$ cat src/xtea_pkg.sv
// Shared types, register codes and the round mixing function for the XTEA cipher.
// No dependencies; every other file of the block uses this package.
`default_nettype none

package xtea_pkg;

  typedef logic [31:0] word_t;
  typedef logic [63:0] block_t;

  localparam word_t DELTA = 32'h9E37_79B9;

  // Configuration register indexes, in write-port order.
  typedef enum logic [2:0] {
    REG_KEY_0 = 3'd0,
    REG_KEY_1 = 3'd1,
    REG_KEY_2 = 3'd2,
    REG_KEY_3 = 3'd3,
    REG_MODE  = 3'd4
  } cfg_reg_t;

  // Control that every pipeline stage sees.
  typedef struct packed {
    logic advance;
    logic decrypt;
  } stage_ctrl_t;

  function automatic word_t mix_word(input word_t w);
    mix_word = ((w << 4) ^ (w >> 5)) + w;
  endfunction

endpackage

`default_nettype wire

$ cat src/xtea_cfg.sv
// Configuration registers of the XTEA cipher: four key words and the direction.
// Depends on xtea_pkg for the register codes and word type.
`default_nettype none

module xtea_cfg (
  input  wire logic                 clk,
  input  wire logic                 rst,
  input  wire logic                 cfg_we,
  input  wire logic [2:0]           cfg_index,
  input  wire logic [31:0]          cfg_data,
  output xtea_pkg::word_t [3:0]     keys,
  output logic                      decrypt
);

  always_ff @(posedge clk) begin
    if (rst) begin
      keys    <= '0;
      decrypt <= 1'b0;
    end else if (cfg_we) begin
      case (xtea_pkg::cfg_reg_t'(cfg_index))
        xtea_pkg::REG_KEY_0: keys[0] <= cfg_data;
        xtea_pkg::REG_KEY_1: keys[1] <= cfg_data;
        xtea_pkg::REG_KEY_2: keys[2] <= cfg_data;
        xtea_pkg::REG_KEY_3: keys[3] <= cfg_data;
        xtea_pkg::REG_MODE:  decrypt <= cfg_data[0];
        default: ;
      endcase
    end
  end

endmodule

`default_nettype wire

$ cat config.mk
export PLATFORM = sky130hd
export DESIGN_NAME = xtea_cfg
export DESIGN_NICKNAME = d
export VERILOG_FILES = /design/src/xtea_pkg.sv /design/src/xtea_cfg.sv
export SDC_FILE = /design/constraint.sdc
export NUM_CORES = 1
export LEC_CHECK = 0
export BUFFER_PORTS_ARGS = -buffer_cell sky130_fd_sc_hd__clkbuf_2
export CORE_MARGIN = 3
export CORE_UTILIZATION = 23
export CTS_BUF_LIST = sky130_fd_sc_hd__clkbuf_2
export DETAILED_ROUTE_END_ITERATION = 8
export GPL_TIMING_DRIVEN = 0
export PLACE_DENSITY_LB_ADDON = 0.15
export SLEW_MARGIN = 20
export SYNTH_ARGS = -nofsm -noshare
export SYNTH_HDL_FRONTEND = slang
export SYNTH_SLANG_ARGS = --single-unit
$ cat constraint.sdc
create_clock -name clk -period 3.14 [get_ports clk]
set_input_delay 0.628 -clock clk [delete_from_list [all_inputs] [get_ports clk]]
set_output_delay 0.628 -clock clk [all_outputs]
set_load 0.03 [all_outputs]
[Word-level counts from Yosys, hierarchy flattened]
Cells that the tools add are included.
Storage, ports and cells
  flip-flop bits (word level): 129
  bits in latches: 0
  memory bits (writable): 0
  bits in read-only memories: 0
  input port bits: 38
  output and inout port bits: 129
  logic and storage cells: 15
  memories: 0
Cells by class
  $add $sub $neg: 0
  $mul: 0
  divide/modulo/power cells: 0
  $lt $le $gt $ge: 0
  equality and inequality tests: 4
  shift-type cells: 0
  muxes and demuxes: 0
  bitwise logic cells: 0
  reductions and logical operators: 6
Operators with widths (count)
  $reduce_and 2->1: 5
  $eq 3x2->1 const B: 2
  $eq 3x1->1 const B: 1
  $eq 3x3->1 const B: 1
  $logic_not 3->1: 1

[Depth between registers and ports, before layout]
Gate-level depths: netlist of the first run.
  word-level depth: 2
  depth in mapped cells: 5
  mapped depth without buffers: 2

[Worst setup path before layout of the first run]
OpenSTA, ideal clock, no wires.
  kind: input port to flip-flop
  start point: in rst
  end point: reg keys[0] (netlist bit)
  library setup time: 130 ps
  arrival: 1464 ps
  data required time: 3010 ps
  setup slack: 1546 ps
  stages: 5
  buffers on the path: 3
  cell sequence: clkbuf_1 clkbuf_1 clkbuf_1 nand2b_1 mux2i_1
RTL lines
  start, declared: line xtea_cfg.sv:7  | input wire logic rst,
  end, declared: line xtea_cfg.sv:11  | output xtea_pkg::word_t [3:0] keys,

[Final worst setup path of the first run]
  start point: reg keys[98] (netlist bit)
  end point: out keys[98] (netlist bit)
No word-level cell between the ends.

==> metrics.csv, run 1 <==
stage,metric,value,unit
outcome,status,finished clean,
critical_path,crit_path_start,keys[98]$_SDFFE_PP0P_,
route,totalWireLength,15.9,mm
clocking,insertion_delay,660,ps
timing,drv_slew,0,
global_route,grt_usage,13.1,%
synthesis,synth_seq_area_share,50.5,%
worst_hold_path,min_to,keys[50]$_SDFFE_PP0P_,
global_route,grt_pass1_vias,4122,
place,place_congestion,0.714,
critical_path,crit_family,flip-flops,
clocking,cts_tree,yes,
critical_path,r2r-end,keys[77]$_SDFFE_PP0P_,
critical_path,crit_required,2510,ps
floorplan,placementRows,53,
timing,slew_headroom,64.0,%
power,peakVddDrop,0.000149,V
synthesis,yosysWarnings,0,
worst_hold_path,holdPathStages,3,
worst_hold_path,hold_path.class,in2reg,
timing,min_period_over_period,61.9,%
cells_and_area,final_common_cell,clkbuf_2,
floorplan,die_h,155,µm
global_route,antenna_found_initial,1,
synthesis,netlist_area,5120,µm²
power,powerDensity,462,nW/µm²
timing,worst_slack,1200,ps
critical_path,path_class,reg2out,
cells_and_area,mostFrequentLayoutCells,"clkbuf_2, nand2b_1, mux2i_1, dfxtp_1, clkbuf_1",
cells_and_area,layout.nets,680,
clocking,path_clk_slew,200,ps
route,drt_first_pass_iters,4,
critical_path,worstPathMaxFanout,2,
timing,finalHoldViolations,0,
floorplan,fp.dieW,155,µm
route,route.detailed.drc,0,
critical_path,r2r-start,keys[77]$_SDFFE_PP0P_,
critical_path,end_kind,output pin,
critical_path,crit_buf_inv,1,
route,num_vias,3849,
place,placed_area,6290,µm²
synthesis,synth_cells,458,
timing,worst_pin_slew,540,ps
route,drtIter0Drc,104,
global_route,grt_pass1_wl,24.2,mm
timing,tns,0,ps
flow_run,cap_viol_max_count,0,
floorplan,die_area,24100,µm²
cells_and_area,post-route-cell-area,6500,µm²
clocking,clock_path_buffers,2,
critical_path,max_stage_delay,410,ps
critical_path,rrSetupSlack,2480,ps
clocking,cts-resized-gates,0,
clocking,htree_levels,4,
timing,rsz0062_at_grt,no,
timing,fin_skew,0,ps
critical_path,cp_cell_sequence,clkbuf_2,
timing,fin_crit,1940,ps
synthesis,syn_nets,496,
place,io_buffers,165,
worst_hold_path,hold_start,cfg_data[18],
clocking,hold_buffers,0,
clocking,cts_made_buffers,17,
synthesis,ys_ff_latch,129,
global_route,grt.overflow.total,0,
synthesis,synth_area_per_cell,11.2,µm²
place,dp_hpwl,11.7,mm
global_route,grt_max_degree,17,
critical_path,arrival,1310,ps
timing,fmax,0.515,GHz
critical_path,reg2reg_depth,2,
cells_and_area,drive_gt1_share,31.8,%
timing,setup_viol,0,
cells_and_area,syn2layout_area_growth,27.1,%
synthesis,synth_cell_types,12,
route,ant_nets,0,
place,post-place-ws,743,ps
route,post_drt_via_cell_ratio,4.14,
floorplan,io_pins,167,
power,p_leak,3.25,nW
critical_path,start_kind,flop,
clocking,root_buffer,clkbuf_2,
critical_path,critPathSlowestCell,dfxtp_1,
clocking,postCtsSetupBuffers,0,
power,p_total,0.00300,W
clocking,clock_sinks,129,
route,wl_per_cell,17.0,µm
floorplan,core-area,21400,µm²
floorplan,initial_core_util,23.9,%
[metrics by stage]
stage	util [%]	hold slack, ps	std cells
floorplan	-	596	458
global placement	29.4	461	898
detailed placement	29.4	463	898
CTS	30.4	166	929
global route	30.4	138	930
finish	30.4	261	930
[where the power goes]
part           switching (W)  total [W]  internal [W]
sequential         0.0000208    0.00170       0.00168
combinational       0.000200   0.000319      0.000119
clock               0.000632   0.000987      0.000355
total               0.000853    0.00300       0.00215
[metal layers]
layer,track usage (%),routed length [µm]
met1,16.6,7210
met2,21.9,7610
met3,3.95,829
met4,3.50,204
met5,0,0
[flip-flops by register name (all words and copies together), names as in the netlist]
signal   flops
decrypt      1
keys       128
[kinds of logic (layout without fill, tap and decap cells)]
| kind of cell | count (synthesis) | count (layout) | share of synthesized area [%] |
|---|---|---|---|
| flip-flops | 129 | 129 | 50.5 |
| multiplexers | 129 | 129 | 25.2 |
| buffers and inverters | 32 | 228 | 2.98 |
| AND/OR/NAND/NOR | 168 | 168 | 21.3 |
| other | 0 | 1 | 0 |
[area by class of cell]
class                           count  area (µm²)
Tap cell                          275         344
Multi-Input combinational cell    297        2380
Buffer                             32         153
Clock buffer                       19        95.1
Clock inverter                     12         119
Antenna cell                        1        2.50
Fill cell                        2279       14900
Sequential cell                   129        2580
Timing Repair Buffer              165         826
[worst max-delay path by stage]
stage / to / slack (ps) / cells past startpoint
6_report: keys[98] / 1200 / 1
5_1_grt: keys[79] / 1050 / 1
4_1_cts: keys[98] / 1110 / 1
3_5_place_dp: keys[31]$_SDFFE_PP0P_ / 740 / 5
3_3_place_gp: keys[31]$_SDFFE_PP0P_ / 770 / 5
2_1_floorplan: keys[0]$_SDFFE_PP0P_ / 1550 / 5
[cell usage after synthesis]
| master | instances | area (µm²) |
|---|---|---|
| nor4b_4 | 1 | 23.8 |
| dfxtp_1 | 129 | 2580 |
| mux2i_1 | 129 | 1290 |
| buf_6 | 1 | 11.3 |
| buf_4 | 4 | 30.0 |
| nand2b_1 | 161 | 1010 |
| nor4bb_1 | 2 | 20.0 |
| or4b_1 | 1 | 10.0 |
| buf_2 | 8 | 40.0 |
| nand4b_1 | 1 | 8.76 |
| clkbuf_1 | 19 | 71.3 |
| nand4bb_1 | 2 | 22.5 |
Note: power is estimated with default switching activity, not from simulation.
==> inputs of run 2 (changes only) <==
Clock period 3.14 ns to 2 ns, I/O delays scaled along.
==> metrics.csv, run 2 (synthesis results as in run 1) <==
stage,metric,value,unit,change
cells_and_area,layout.nets,705,,was 680
place,post-place-ws,-169,ps,was 743 ps
place,io_buffers,165,,unchanged
power,peakVddDrop,0.000234,V,was 0.000149 V
global_route,grt_usage,13.2,%,was 13.1%
critical_path,crit_path_start,keys[98]$_SDFFE_PP0P_,,unchanged
global_route,grt.overflow.total,0,,unchanged
critical_path,crit_family,flip-flops,,unchanged
clocking,path_clk_slew,210,ps,was 200 ps
power,powerDensity,703,nW/µm²,was 462 nW/µm²
place,dp_hpwl,11.7,mm,unchanged
worst_hold_path,holdPathStages,3,,unchanged
critical_path,cp_cell_sequence,clkbuf_2,,unchanged
floorplan,fp.dieW,155,µm,unchanged
clocking,clock_sinks,129,,unchanged
flow_run,cap_viol_max_count,0,,unchanged
timing,drv_slew,0,,unchanged
cells_and_area,final.fill_count,2265,,was 2279
critical_path,worstPathMaxFanout,2,,unchanged
cells_and_area,largest_reg_flops,128,,unchanged
cells_and_area,final_common_cell,clkbuf_2,,unchanged
critical_path,end_kind,output pin,,unchanged
timing,worst_slack,278,ps,was 1200 ps
floorplan,io_pins,167,,unchanged
cells_and_area,drive_gt1_share,30.6,%,was 31.8%
worst_hold_path,min_to,keys[93]$_SDFFE_PP0P_,,was keys[50]$_SDFFE_PP0P_
worst_hold_path,hold_path.class,in2reg,,unchanged
floorplan,die_area,24100,µm²,unchanged
critical_path,arrival,1320,ps,was 1310 ps
clocking,cts-resized-gates,0,,unchanged
timing,setup_viol,0,,unchanged
route,drtIter0Drc,100,,was 104
critical_path,max_stage_delay,410,ps,about the same
critical_path,critPathSlowestCell,dfxtp_1,,unchanged
place,placed_area,6290,µm²,unchanged
cells_and_area,mostFrequentLayoutCells,"clkbuf_2, nand2b_1, mux2i_1, dfxtp_1, dlygate4sd3_1",,"was clkbuf_2, nand2b_1, mux2i_1, dfxtp_1, clkbuf_1"
timing,finalHoldViolations,0,,unchanged
cells_and_area,post-route-cell-area,6760,µm²,was 6500 µm²
place,dp.cells,898,,unchanged
cells_and_area,largest_register,keys,,unchanged
global_route,grt_max_degree,17,,unchanged
timing,slew_headroom,64.9,%,was 64.0%
clocking,root_buffer,clkbuf_2,,unchanged
timing,min_period_over_period,86.1,%,
timing,worst_pin_slew,526,ps,was 540 ps
critical_path,reg2reg_depth,2,,unchanged
route,wl_per_cell,16.7,µm,was 17.0 µm
clocking,clock_path_buffers,2,,unchanged
critical_path,rrSetupSlack,1340,ps,was 2480 ps
place,place_congestion,0.714,,unchanged
route,post_drt_via_cell_ratio,4.13,,was 4.14
floorplan,core-area,21400,µm²,unchanged
global_route,grt_pass1_wl,24.4,mm,was 24.2 mm
route,ant_nets,0,,unchanged
global_route,grt_pass1_vias,4187,,was 4122
outcome,status,finished clean,,unchanged
route,totalWireLength,16.0,mm,was 15.9 mm
floorplan,placementRows,53,,unchanged
critical_path,start_kind,flop,,unchanged
route,num_vias,3945,,was 3849
critical_path,path_class,reg2out,,unchanged
timing,fin_skew,0,ps,unchanged
timing,rsz0062_at_grt,no,,unchanged
worst_hold_path,hold_start,cfg_data[29],,was cfg_data[18]
cells_and_area,syn2layout_area_growth,32.0,%,was 27.1%
timing,fin_crit,1720,ps,
critical_path,r2r-end,keys[98]$_SDFFE_PP0P_,,was keys[77]$_SDFFE_PP0P_
clocking,htree_levels,4,,unchanged
floorplan,die_h,155,µm,unchanged
timing,fmax,0.581,GHz,
global_route,antenna_found_initial,1,,unchanged
critical_path,crit_buf_inv,1,,unchanged
power,p_leak,3.35,nW,was 3.25 nW
floorplan,initial_core_util,23.9,%,unchanged
cells_and_area,finalNonFillerCells,955,,was 930
critical_path,crit_required,1600,ps,was 2510 ps
route,route.detailed.drc,0,,unchanged
clocking,postCtsSetupBuffers,0,,unchanged
clocking,cts_tree,yes,,unchanged
clocking,cts_made_buffers,17,,unchanged
cells_and_area,largestRegisters,"keys (128), decrypt (1)",,unchanged
clocking,insertion_delay,660,ps,about the same
route,drt_first_pass_iters,4,,unchanged
critical_path,r2r-start,keys[98]$_SDFFE_PP0P_,,was keys[77]$_SDFFE_PP0P_
## run 2: metal layers
layer / GRT usage (%) / part of all wire, %
met5: 0 / 0
met4: 3.50 / 1.3
met3: 3.98 / 5.2
met2: 22.2 / 48
met1: 16.6 / 45
## run 2: worst max path at each step
stage	endpoint	cells after the start
2_1_floorplan	keys[0]$_SDFFE_PP0P_	5
3_3_place_gp	keys[31]$_SDFFE_PP0P_	5
3_5_place_dp	keys[31]$_SDFFE_PP0P_	5
4_1_cts	keys[98]	1
5_1_grt	keys[79]	1
6_report	keys[98]	1
## run 2: metrics by stage
stage	util (%)	hold slack (ps)	TNS [ps]	power, W
floorplan	-	590	0	0.00303
global placement	29.4	461	-3830	0.00322
detailed placement	29.4	463	-4130	0.00323
CTS	31.5	9.24	0	0.00484
global route	31.5	10.5	0	0.00499
finish	31.5	79.4	0	0.00475
## run 2: cell type report
type	count	area, µm²	share of cell area (%)
well taps	275	344	5.09
clock inverters	12	119	1.76
multi-input cells	297	2380	35.3
plain buffers	32	153	2.26
diodes	1	2.50	0.0370
repair buffers	190	1080	15.9
clock buffers	19	95.1	1.41
flip-flops and latches	129	2580	38.2
## run 2: repair_timing
item                                   CTS  global route
setup endpoints to repair                0             0
endpoints found under the hold margin   74             1
hold buffers                            24             1
## run 2: power by group
| group | switching, W | total, W | internal, W |
|---|---|---|---|
| registers | 0.0000327 | 0.00266 | 0.00263 |
| clock network | 0.000990 | 0.00155 | 0.000558 |
| logic | 0.000322 | 0.000540 | 0.000218 |
| total | 0.00135 | 0.00475 | 0.00341 |
