`src/xtea_pkg.sv`:
```
// Shared types, register codes and the round mixing function for the XTEA cipher.
// No dependencies; every other file of the block uses this package.
`default_nettype none

package xtea_pkg;

  typedef logic [31:0] word_t;
  typedef logic [63:0] block_t;

  localparam word_t DELTA = 32'h9E37_79B9;

  // Configuration register indexes, in write-port order.
  typedef enum logic [2:0] {
    REG_KEY_0 = 3'd0,
    REG_KEY_1 = 3'd1,
    REG_KEY_2 = 3'd2,
    REG_KEY_3 = 3'd3,
    REG_MODE  = 3'd4
  } cfg_reg_t;

  // Control that every pipeline stage sees.
  typedef struct packed {
    logic advance;
    logic decrypt;
  } stage_ctrl_t;

  function automatic word_t mix_word(input word_t w);
    mix_word = ((w << 4) ^ (w >> 5)) + w;
  endfunction

endpackage

`default_nettype wire

```
`src/xtea_stage.sv`:
```
// One XTEA half-round as a pipeline stage, with its round key taken from the live key words.
// Depends on xtea_pkg for the mixing function, word types and stage control.
`default_nettype none

module xtea_stage (
  input  wire logic                   clk,
  input  wire logic                   rst,
  input  wire xtea_pkg::stage_ctrl_t  ctrl,
  input  wire logic                   odd,
  input  wire xtea_pkg::word_t        enc_sum,
  input  wire xtea_pkg::word_t        dec_sum,
  input  wire xtea_pkg::word_t [3:0]  keys,
  input  wire logic                   in_valid,
  input  wire xtea_pkg::block_t       in_block,
  output logic                        out_valid,
  output xtea_pkg::block_t            out_block
);

  logic             upd_left;
  xtea_pkg::word_t  sel_sum;
  logic [1:0]       key_idx;
  xtea_pkg::word_t  rk;
  xtea_pkg::word_t  left;
  xtea_pkg::word_t  right;
  xtea_pkg::word_t  src;
  xtea_pkg::word_t  dst;
  xtea_pkg::word_t  f;
  xtea_pkg::word_t  upd;
  xtea_pkg::block_t out_block_next;

  // Encryption updates the left word on even stages, decryption on odd ones.
  // A left-word update always keys on sum[1:0], a right-word update on sum[12:11].
  // The round key add runs in parallel with the mixing of the source word.
  always_comb begin
    upd_left = ctrl.decrypt ? odd : !odd;
    sel_sum  = ctrl.decrypt ? dec_sum : enc_sum;
    key_idx  = upd_left ? sel_sum[1:0] : sel_sum[12:11];
    rk       = sel_sum + keys[key_idx];
  end

  always_comb begin
    left  = in_block[31:0];
    right = in_block[63:32];
    src   = upd_left ? right : left;
    dst   = upd_left ? left : right;
    f     = xtea_pkg::mix_word(src) ^ rk;
    upd   = ctrl.decrypt ? (dst - f) : (dst + f);
    out_block_next = upd_left ? {right, upd} : {upd, left};
  end

  always_ff @(posedge clk) begin
    if (rst) begin
      out_valid <= 1'b0;
    end else if (ctrl.advance) begin
      out_valid <= in_valid;
    end
  end

  always_ff @(posedge clk) begin
    if (ctrl.advance) begin
      out_block <= out_block_next;
    end
  end

endmodule

`default_nettype wire
```
`config.mk`:
```
export PLATFORM = sky130hd
export DESIGN_NAME = xtea_stage
export DESIGN_NICKNAME = d
export VERILOG_FILES = /design/src/xtea_pkg.sv /design/src/xtea_stage.sv
export SDC_FILE = /design/constraint.sdc
export NUM_CORES = 1
export LEC_CHECK = 0
export ABC_AREA = 0
export BUFFER_PORTS_ARGS = -buffer_cell sky130_fd_sc_hd__buf_2
export CAP_MARGIN = 25
export CORE_MARGIN = 2
export CORE_UTILIZATION = 49
export DETAILED_ROUTE_END_ITERATION = 8
export GPL_ROUTABILITY_DRIVEN = 0
export PLACE_DENSITY = 0.79
export SETUP_SLACK_MARGIN = 0.15
export SYNTH_ARGS = -nofsm -noshare
export SYNTH_HDL_FRONTEND = slang
export SYNTH_SLANG_ARGS = --single-unit
```
`constraint.sdc`:
```
create_clock -name clk -period 7.8 [get_ports clk]
set_input_delay 0.39 -clock clk [delete_from_list [all_inputs] [get_ports clk]]
set_output_delay 0.39 -clock clk [all_outputs]
set_load 0.01 [all_outputs]
```
# After elaboration in Yosys (flattened, before gate mapping)

Cells that the tools add are included.

Logic and storage cells: 19
Bits in registers: 65
Bits of input ports: 262

$add $sub $neg: 4
Bitwise gates (word level): 2
Mux-type cells: 9
Order comparisons: 1
Reductions and logical operators: 1

Operators with widths:

| cell                                                                          | count |
|---|---|
| 32-bit two-way mux                                                            | 5 |
| 32-bit adder                                                                  | 3 |
| 32-bit binary-select mux with 2-bit select                                    | 1 |
| 64-bit two-way mux                                                            | 1 |
| 32-bit subtractor                                                             | 1 |
| 32-bit by 27-bit XOR with 32-bit output                                       | 1 |
| 32-bit XOR                                                                    | 1 |
| 2-bit by 3-bit less-than comparator with 1-bit output (second input constant) | 1 |
| 2-bit two-way mux                                                             | 1 |
| 1-bit zero test                                                               | 1 |
| 1-bit two-way mux                                                             | 1 |

# Depth between registers and ports, before layout

Gate-level depths: netlist of the first run.

Depth after elaboration: 10
Depth in mapped cells: 35
Depth with buffers taken out: 31

# Worst setup path before layout of the first run

No wires, ideal clock.

Path type: input port to flip-flop
From: in ctrl[0] (netlist name)
To: reg out_block[63], data pin
Setup time: 0.273 ns
Slack: 0.380 ns
Arrival time: 7.147 ns
Required time: 7.527 ns
Buffers on the path: 3
Cell stages on the path: 30
Cell sequence: buf_2 > inv_1 > nand2_1 > nand2_1 > mux2i_2 > clkbuf_1 > mux4_2 > ha_1 > clkbuf_1 > nand4_1 > or4_1 > o211ai_1 > a21o_1 > a21oi_1 > o21ba_2 > xor2_1 > nor2_1 > inv_1 > nor4_1 > a21oi_1 > xnor2_1 > ha_1 > or2_2 > a21o_1 > o31a_1 > a21o_1 > a21oi_1 > xnor2_1 > xnor2_1 > o221ai_1

Cells in the longest elaborated chain, start to end: 9
Elaborated cells on any way between the ends: 15

Ends and longest elaborated chain:

| item                                                    | RTL line                           | source |
|---|---|---|
| start, declared                                         | xtea_stage.sv:8                    | `input wire xtea_pkg::stage_ctrl_t ctrl,` |
| 32-bit two-way mux or 1-bit two-way mux (tied branches) | xtea_stage.sv:36, xtea_stage.sv:35 |  |
| 2-bit two-way mux                                       | xtea_stage.sv:37                   | `key_idx = upd_left ? sel_sum[1:0] : sel_sum[12:11];` |
| 32-bit binary-select mux with 2-bit select              | xtea_stage.sv:38                   | `rk = sel_sum + keys[key_idx];` |
| 32-bit two-way mux (implied by the code)                | xtea_stage.sv:38                   |  |
| 32-bit adder                                            | xtea_stage.sv:38                   |  |
| 32-bit XOR                                              | xtea_stage.sv:46                   | `f = xtea_pkg::mix_word(src) ^ rk;` |
| 32-bit adder or 32-bit subtractor (tied branches)       | xtea_stage.sv:47                   | `upd = ctrl.decrypt ? (dst - f) : (dst + f);` |
| 32-bit two-way mux                                      | xtea_stage.sv:47                   |  |
| 64-bit two-way mux (*)                                  | xtea_stage.sv:48                   | `out_block_next = upd_left ? {right, upd} : {upd, left};` |
| via out_block_next[63]                                  | xtea_stage.sv:29                   | `xtea_pkg::block_t out_block_next;` |
| end signal, assigned                                    | xtea_stage.sv:61                   | `out_block <= out_block_next;` |
| end, declared                                           | xtea_stage.sv:16                   | `output xtea_pkg::block_t out_block` |

The timed path passes the listed nets; every way through them passes the cells marked *. The select of a mux whose other input is x is not followed.
A chain may end at the register's enable or synchronous reset.

# Worst setup path in the final report of the first run

Same ends and word-level chain as after synthesis.

==> results_dict.tcl, run 1 <==
set metrics [dict create \
    status "finished clean" \
    vdd_drop_max_mv 0.169 \
    maxSlewViolCount 0 \
    synth_edf_count 64 \
    num_vias 11000 \
    max-clock-path-buffers 2 \
    avgViaCountPerCell 5.76 \
    fill_cells 1877 \
    synthFlopType "edfxtp_1" \
    yosys-mux-area-fraction_pct 11.1 \
    synth_top_area_share_pct 18.3 \
    hold_viol 0 \
    core_um2 21000 \
    startpoint_type "primary input" \
    die_w_um 150 \
    end_kind "flop" \
    drc 0 \
    postSynthCellCount 1299 \
    dp_hpwl_um 27900 \
    wl_per_cell_um 17.3 \
    portBuffers 326 \
    grt_max_degree 106 \
    synthesis.area_um2 10500 \
    slowest_stage "fa_1" \
    cts.sinks 65 \
    place_inst 1879 \
    layout.nets 1978 \
    yosysWarningCount 0 \
    synthAdderAreaFrac_pct 12.0 \
    clock_latency_ns 0.33 \
    rsz0062_at_grt "no" \
    critPathArrivalTime_ns 7.29 \
    synth_seq_cells 65 \
    max_freq_ghz 0.139 \
    synth_xor_area_share_pct 13.9 \
    io_pins 327 \
    start_util_pct 50.0 \
    r2r_start "out_valid$_SDFFE_PP0P_" \
    final_layout_size_suffix_gt1_share_pct 28.0 \
    worst_slack_ns 0.581 \
    gr-total-overflow 0 \
    cts_root_buf "clkbuf_16" \
    clk_pin_slew_ns 0.05 \
    syn2layout_area_growth_pct 22.9 \
    numCtsBuffers 9 \
    hold_buffers 0 \
    grt_use_total_pct 28.0 \
    syn_nets 1660 \
    crit_start "ctrl[0]" \
    postRouteWirelength_um 32900 \
    min_from "rst" \
    synthArstFlopShare_pct 0 \
    whs_ns 0.214 \
    maxCapViolCount 0 \
    rows 53 \
    yosysSeqAreaShare_pct 18.5 \
    die_h_um 150 \
    layout.cells.non_filler 1901 \
    place_ws_ns 0.283 \
    period_needed_ns 7.22 \
    grt_pass1_wl_um 50000 \
    antenna_found_initial 3 \
    power.density_nw_per_um2 387 \
    htree_levels 3 \
    max_stage_delay_ns 0.49 \
    rrSetupSlack_ns 7.22 \
    crit_required_ns 7.87 \
    syn_avg_cell_area_um2 8.09 \
    fin_setup_tns_ns 0 \
    setup_viol 0 \
    cts_tree "yes" \
    cpMostUsedCell "nand2_1" \
    slew-limit-headroom_pct 45.5 \
    synthTopCellsByArea "edfxtp_1 18%, ha_1 11%, xnor2_1 9.4%" \
    drt-initial-drc-count 756 \
    synth_cell_types 74 \
    synthSimpleGateAreaFrac_pct 20.1 \
    total_leakage_power_uw 0.00597 \
    crit_type "in2reg" \
    fin_skew_ns 0 \
    hold_path.class "in2reg" \
    fin_crit_sh_pct 92.5 \
    grt_pass1_vias 10100 \
    antenna_left 0 \
    dieArea_um2 22600 \
    critPathMaxFanout 23 \
    final_util_pct 61.4 \
    drt_first_pass_iters 6 \
    synth_top_family_by_area "compound AO/OA/AOI/OAI gates" \
    tightest_slew_ns 0.817 \
    synth_top_cell_by_area "edfxtp_1" \
    synth_compound_area_share_pct 21.4 \
]
## kinds of logic (layout without fill, tap and decap cells)
group | count (synthesis) | count (layout)
simple gates | 460 | 460
compound gates | 357 | 357
xor+xnor | 161 | 161
fa+ha+maj | 99 | 99
buf+inv | 84 | 407
mux | 73 | 73
flops | 65 | 65
other cells | 0 | 4
## repair_timing
item / in CTS / in global routing
setup endpoints to repair: 0 / 2
resized for setup: 0 / 1
setup buffers: 0 / 2
## sequential cells by signal, indices dropped and copies added, names as in the netlist
signal / count
out_block: 64
out_valid: 1
## path summary, 6_finish.rpt
kind                                                end  depth (start not counted)
worst max-delay path            out_block[63]$_DFFE_PP_                         35
worst min-delay path             out_valid$_SDFFE_PP0P_                          2
worst max register to register   out_valid$_SDFFE_PP0P_                          2
worst min register to register   out_valid$_SDFFE_PP0P_                          2
## placed cells by master (no fill, tap or decap), drive strengths merged, types with 4 or more instances in the layout
cell and count:
o21a 20, a211o 6, mux2 32, a211oi 16
xor2 44, clkbuf 10, a31oi 9, edfxtp 64
nor2 79, o211ai 11, diode 4, buf 353
nand2b 15, inv 38, and3 7, o31ai 5
xnor3 4, xnor2 113, or3 6, nand3 22
nor2b 9, a21oi 103, mux2i 10, o21ai 101
and2 19, and4 5, nand2 242, ha 96
nor4 5, a21o 37, or2 5, o21bai 12
nand4 17, mux4 31, o31a 7, nor3 20
## cell type report
| cell class | instances | area (µm²) | area share, % |
|---|---|---|---|
| Multi-Input combinational cell | 1150 | 8280 | 64.1 |
| Sequential cell | 65 | 1940 | 15.0 |
| Timing Repair Buffer | 353 | 1860 | 14.4 |
| Tap cell | 275 | 344 | 2.66 |
| Clock buffer | 10 | 229 | 1.77 |
| Inverter | 38 | 143 | 1.10 |
| Clock inverter | 6 | 106 | 0.824 |
| Antenna cell | 4 | 10.0 | 0.0775 |
## routing by layer
| layer | up-vias | part of all wire (%) | global-route usage (%) |
|---|---|---|---|
| met3 | 52 | 8.9 | 3.24 |
| met2 | 532 | 46 | 45.1 |
| met4 | 0 | 2.5 | 9.20 |
| met5 | - | 0 | 0 |
| li1 | 5387 | - | - |
| met1 | 4983 | 43 | 39.1 |
## stage by stage
| step | total power, µW | area (µm²) |
|---|---|---|
| after floorplan | 3530 | 10500 |
| after global placement | 4350 | 12500 |
| after detailed placement | 4450 | 12500 |
| after CTS | 4920 | 12900 |
| after global routing | 5410 | 12900 |
| final | 5000 | 12900 |
## worst max-delay path, delay by kind of cell
kind	cells	cell delay, ns
fa+ha+maj	3	1.01
mux	1	0.29
buf+inv	6	0.98
compound gates	9	1.48
xor+xnor	3	0.56
simple gates	13	2.52
## cell usage after synthesis (22+ instances only)
cell type	n
o21ai_0	99
xnor2_1	113
nor2_1	79
mux4_2	31
clkbuf_1	37
inv_1	38
a21o_1	37
nand2_1	242
a21oi_1	102
ha_1	96
mux2_2	32
xor2_1	44
edfxtp_1	64
nand3_1	22
## power breakdown
group / switching, µW / internal (µW) / total (µW)
logic: 2230 / 1620 / 3850
clock network: 142 / 310 / 453
registers: 37.3 / 652 / 690
total: 2410 / 2580 / 5000
No activity file was read; power rests on OpenSTA's default activity.
==> inputs of run 2 (changes only) <==
- PLACE_DENSITY: 0.79 -> 0.8
==> run 2 against run 1 <==
Net effect:
- die area stayed put
- register-to-register slack hardly changed
- global-route usage hardly changed
- cell count is 0.16% lower
- largest cell class unchanged
- highest routed layer unchanged
==> results_dict.tcl, run 2 (synthesis results as in run 1) <==
set metrics [dict create \
    status "finished clean" \
    rows 53 \
    end_kind "flop" \
    cts_tree "yes" \
    reg_top3 "out_block: 64 flops, out_valid: 1 flops" \
    hold_path.class "in2reg" \
    fin_skew_ns 0 \
    gr-total-overflow 0 \
    clock_latency_ns 0.32 \
    wl_per_cell_um 17.4 \
    largest_reg_flops 64 \
    antenna_found_initial 5 \
    place_ws_ns -0.0124 \
    max_freq_ghz 0.139 \
    crit_type "in2reg" \
    tightest_slew_ns 0.813 \
    dp_hpwl_um 28100 \
    clk_pin_slew_ns 0.06 \
    power.density_nw_per_um2 384 \
    worst_slack_ns 0.605 \
    portBuffers 326 \
    maxCapViolCount 0 \
    vdd_drop_max_mv 0.161 \
    htree_levels 3 \
    io_pins 327 \
    final_area_um2 12900 \
    mostFrequentLayoutCell "buf_2" \
    grt_pass1_wl_um 50100 \
    avgViaCountPerCell 5.79 \
    rsz0062_at_grt "no" \
    dieArea_um2 22600 \
    antenna_left 0 \
    startpoint_type "primary input" \
    die_h_um 150 \
    grt_max_degree 102 \
    place_area_um2 12500 \
    critPathMaxFanout 12 \
    drt-initial-drc-count 1034 \
    period_needed_ns 7.19 \
    layout.nets 1973 \
    power_uw 4960 \
    setup_viol 0 \
    total_leakage_power_uw 0.00594 \
    layout_common_cells "325 x buf_2, 241 x nand2_1, 112 x xnor2_1, 101 x a21oi_1, 97 x o21ai_0" \
    grt_use_total_pct 28.0 \
    postRouteWirelength_um 33000 \
    cts.sinks 65 \
    grt_pass1_vias 10300 \
    drc 0 \
    drt_first_pass_iters 5 \
    hold_viol 0 \
    crit_required_ns 7.86 \
    regMostFlops "out_block" \
    fin_crit_sh_pct 92.2 \
    hold_buffers 0 \
    whs_ns 0.223 \
    numCtsBuffers 9 \
    critPathArrivalTime_ns 7.26 \
    die_w_um 150 \
    final_layout_size_suffix_gt1_share_pct 28.3 \
    max-clock-path-buffers 2 \
    core_um2 21000 \
    cts_root_buf "clkbuf_16" \
    num_vias 11000 \
    fin_setup_tns_ns 0 \
    slew-limit-headroom_pct 45.8 \
    maxSlewViolCount 0 \
    start_util_pct 50.0 \
    syn2layout_area_growth_pct 22.8 \
]
## run 2: layout make-up
type | instances | area [µm²]
multi-input cells | 1150 | 8330
inverters | 38 | 143
clock buffers | 12 | 236
fillers | 1919 | 8120
repair buffers | 348 | 1840
clock inverters | 4 | 45.0
flip-flops and latches | 65 | 1940
diodes | 6 | 15.0
well taps | 275 | 344
## run 2: per-layer routing
metal	global-route usage, %	wire, µm
met5	0	0
met4	9.10	665
met3	3.18	2590
met2	47.1	15600
met1	37.6	14200
## run 2: repair_timing
item,in CTS,in global routing
setup buffers,0,3
endpoints found under the hold margin,0,0
gates resized for setup,0,17
setup endpoints to repair,0,8
## run 2: metrics by stage
stage / util (%) / instances
final: 61.4 / 1898
after global routing: 61.4 / 1897
after floorplan: - / 1299
after CTS: 60.9 / 1889
after detailed placement: 59.5 / 1873
after global placement: 59.5 / 1873
## run 2: final timing paths
path / start / to / slack (ns) / cells past startpoint
setup / recovery: ctrl[0] / out_block[63]$_DFFE_PP_ / 0.61 / 27
hold / removal: rst / out_valid$_SDFFE_PP0P_ / 0.22 / 2
setup reg to reg: out_valid$_SDFFE_PP0P_ / out_valid$_SDFFE_PP0P_ / 7.21 / 2
hold reg to reg: out_valid$_SDFFE_PP0P_ / out_valid$_SDFFE_PP0P_ / 0.49 / 2
## run 2: worst max-delay path, stage by stage
cell      delay, ns
clkbuf_4       0.22
inv_1          0.11
nand2_1        0.13
nand2_4        0.21
mux2i_4        0.43
buf_4          0.21
mux4_2         0.49
ha_1           0.27
or3_1          0.40
or2_1          0.23
o22ai_2        0.24
xnor3_2        0.54
nand2b_4       0.17
nor4_4         0.40
nor2_1         0.09
xnor2_1        0.14
ha_1           0.35
nand3_1        0.11
o31ai_1        0.50
nand3_1        0.22
a211oi_1       0.38
o31a_1         0.19
a21o_1         0.12
a21oi_1        0.08
xnor2_1        0.29
xnor2_1        0.19
o221ai_1       0.15
## run 2: where the power goes
| group | total, µW | internal (µW) | leakage [µW] | switching [µW] |
|---|---|---|---|---|
| Clock | 380 | 245 | 0.000140 | 134 |
| Sequential | 691 | 653 | 0.000633 | 38.0 |
| Combinational | 3890 | 1630 | 0.00516 | 2260 |
| Total | 4960 | 2520 | 0.00594 | 2440 |
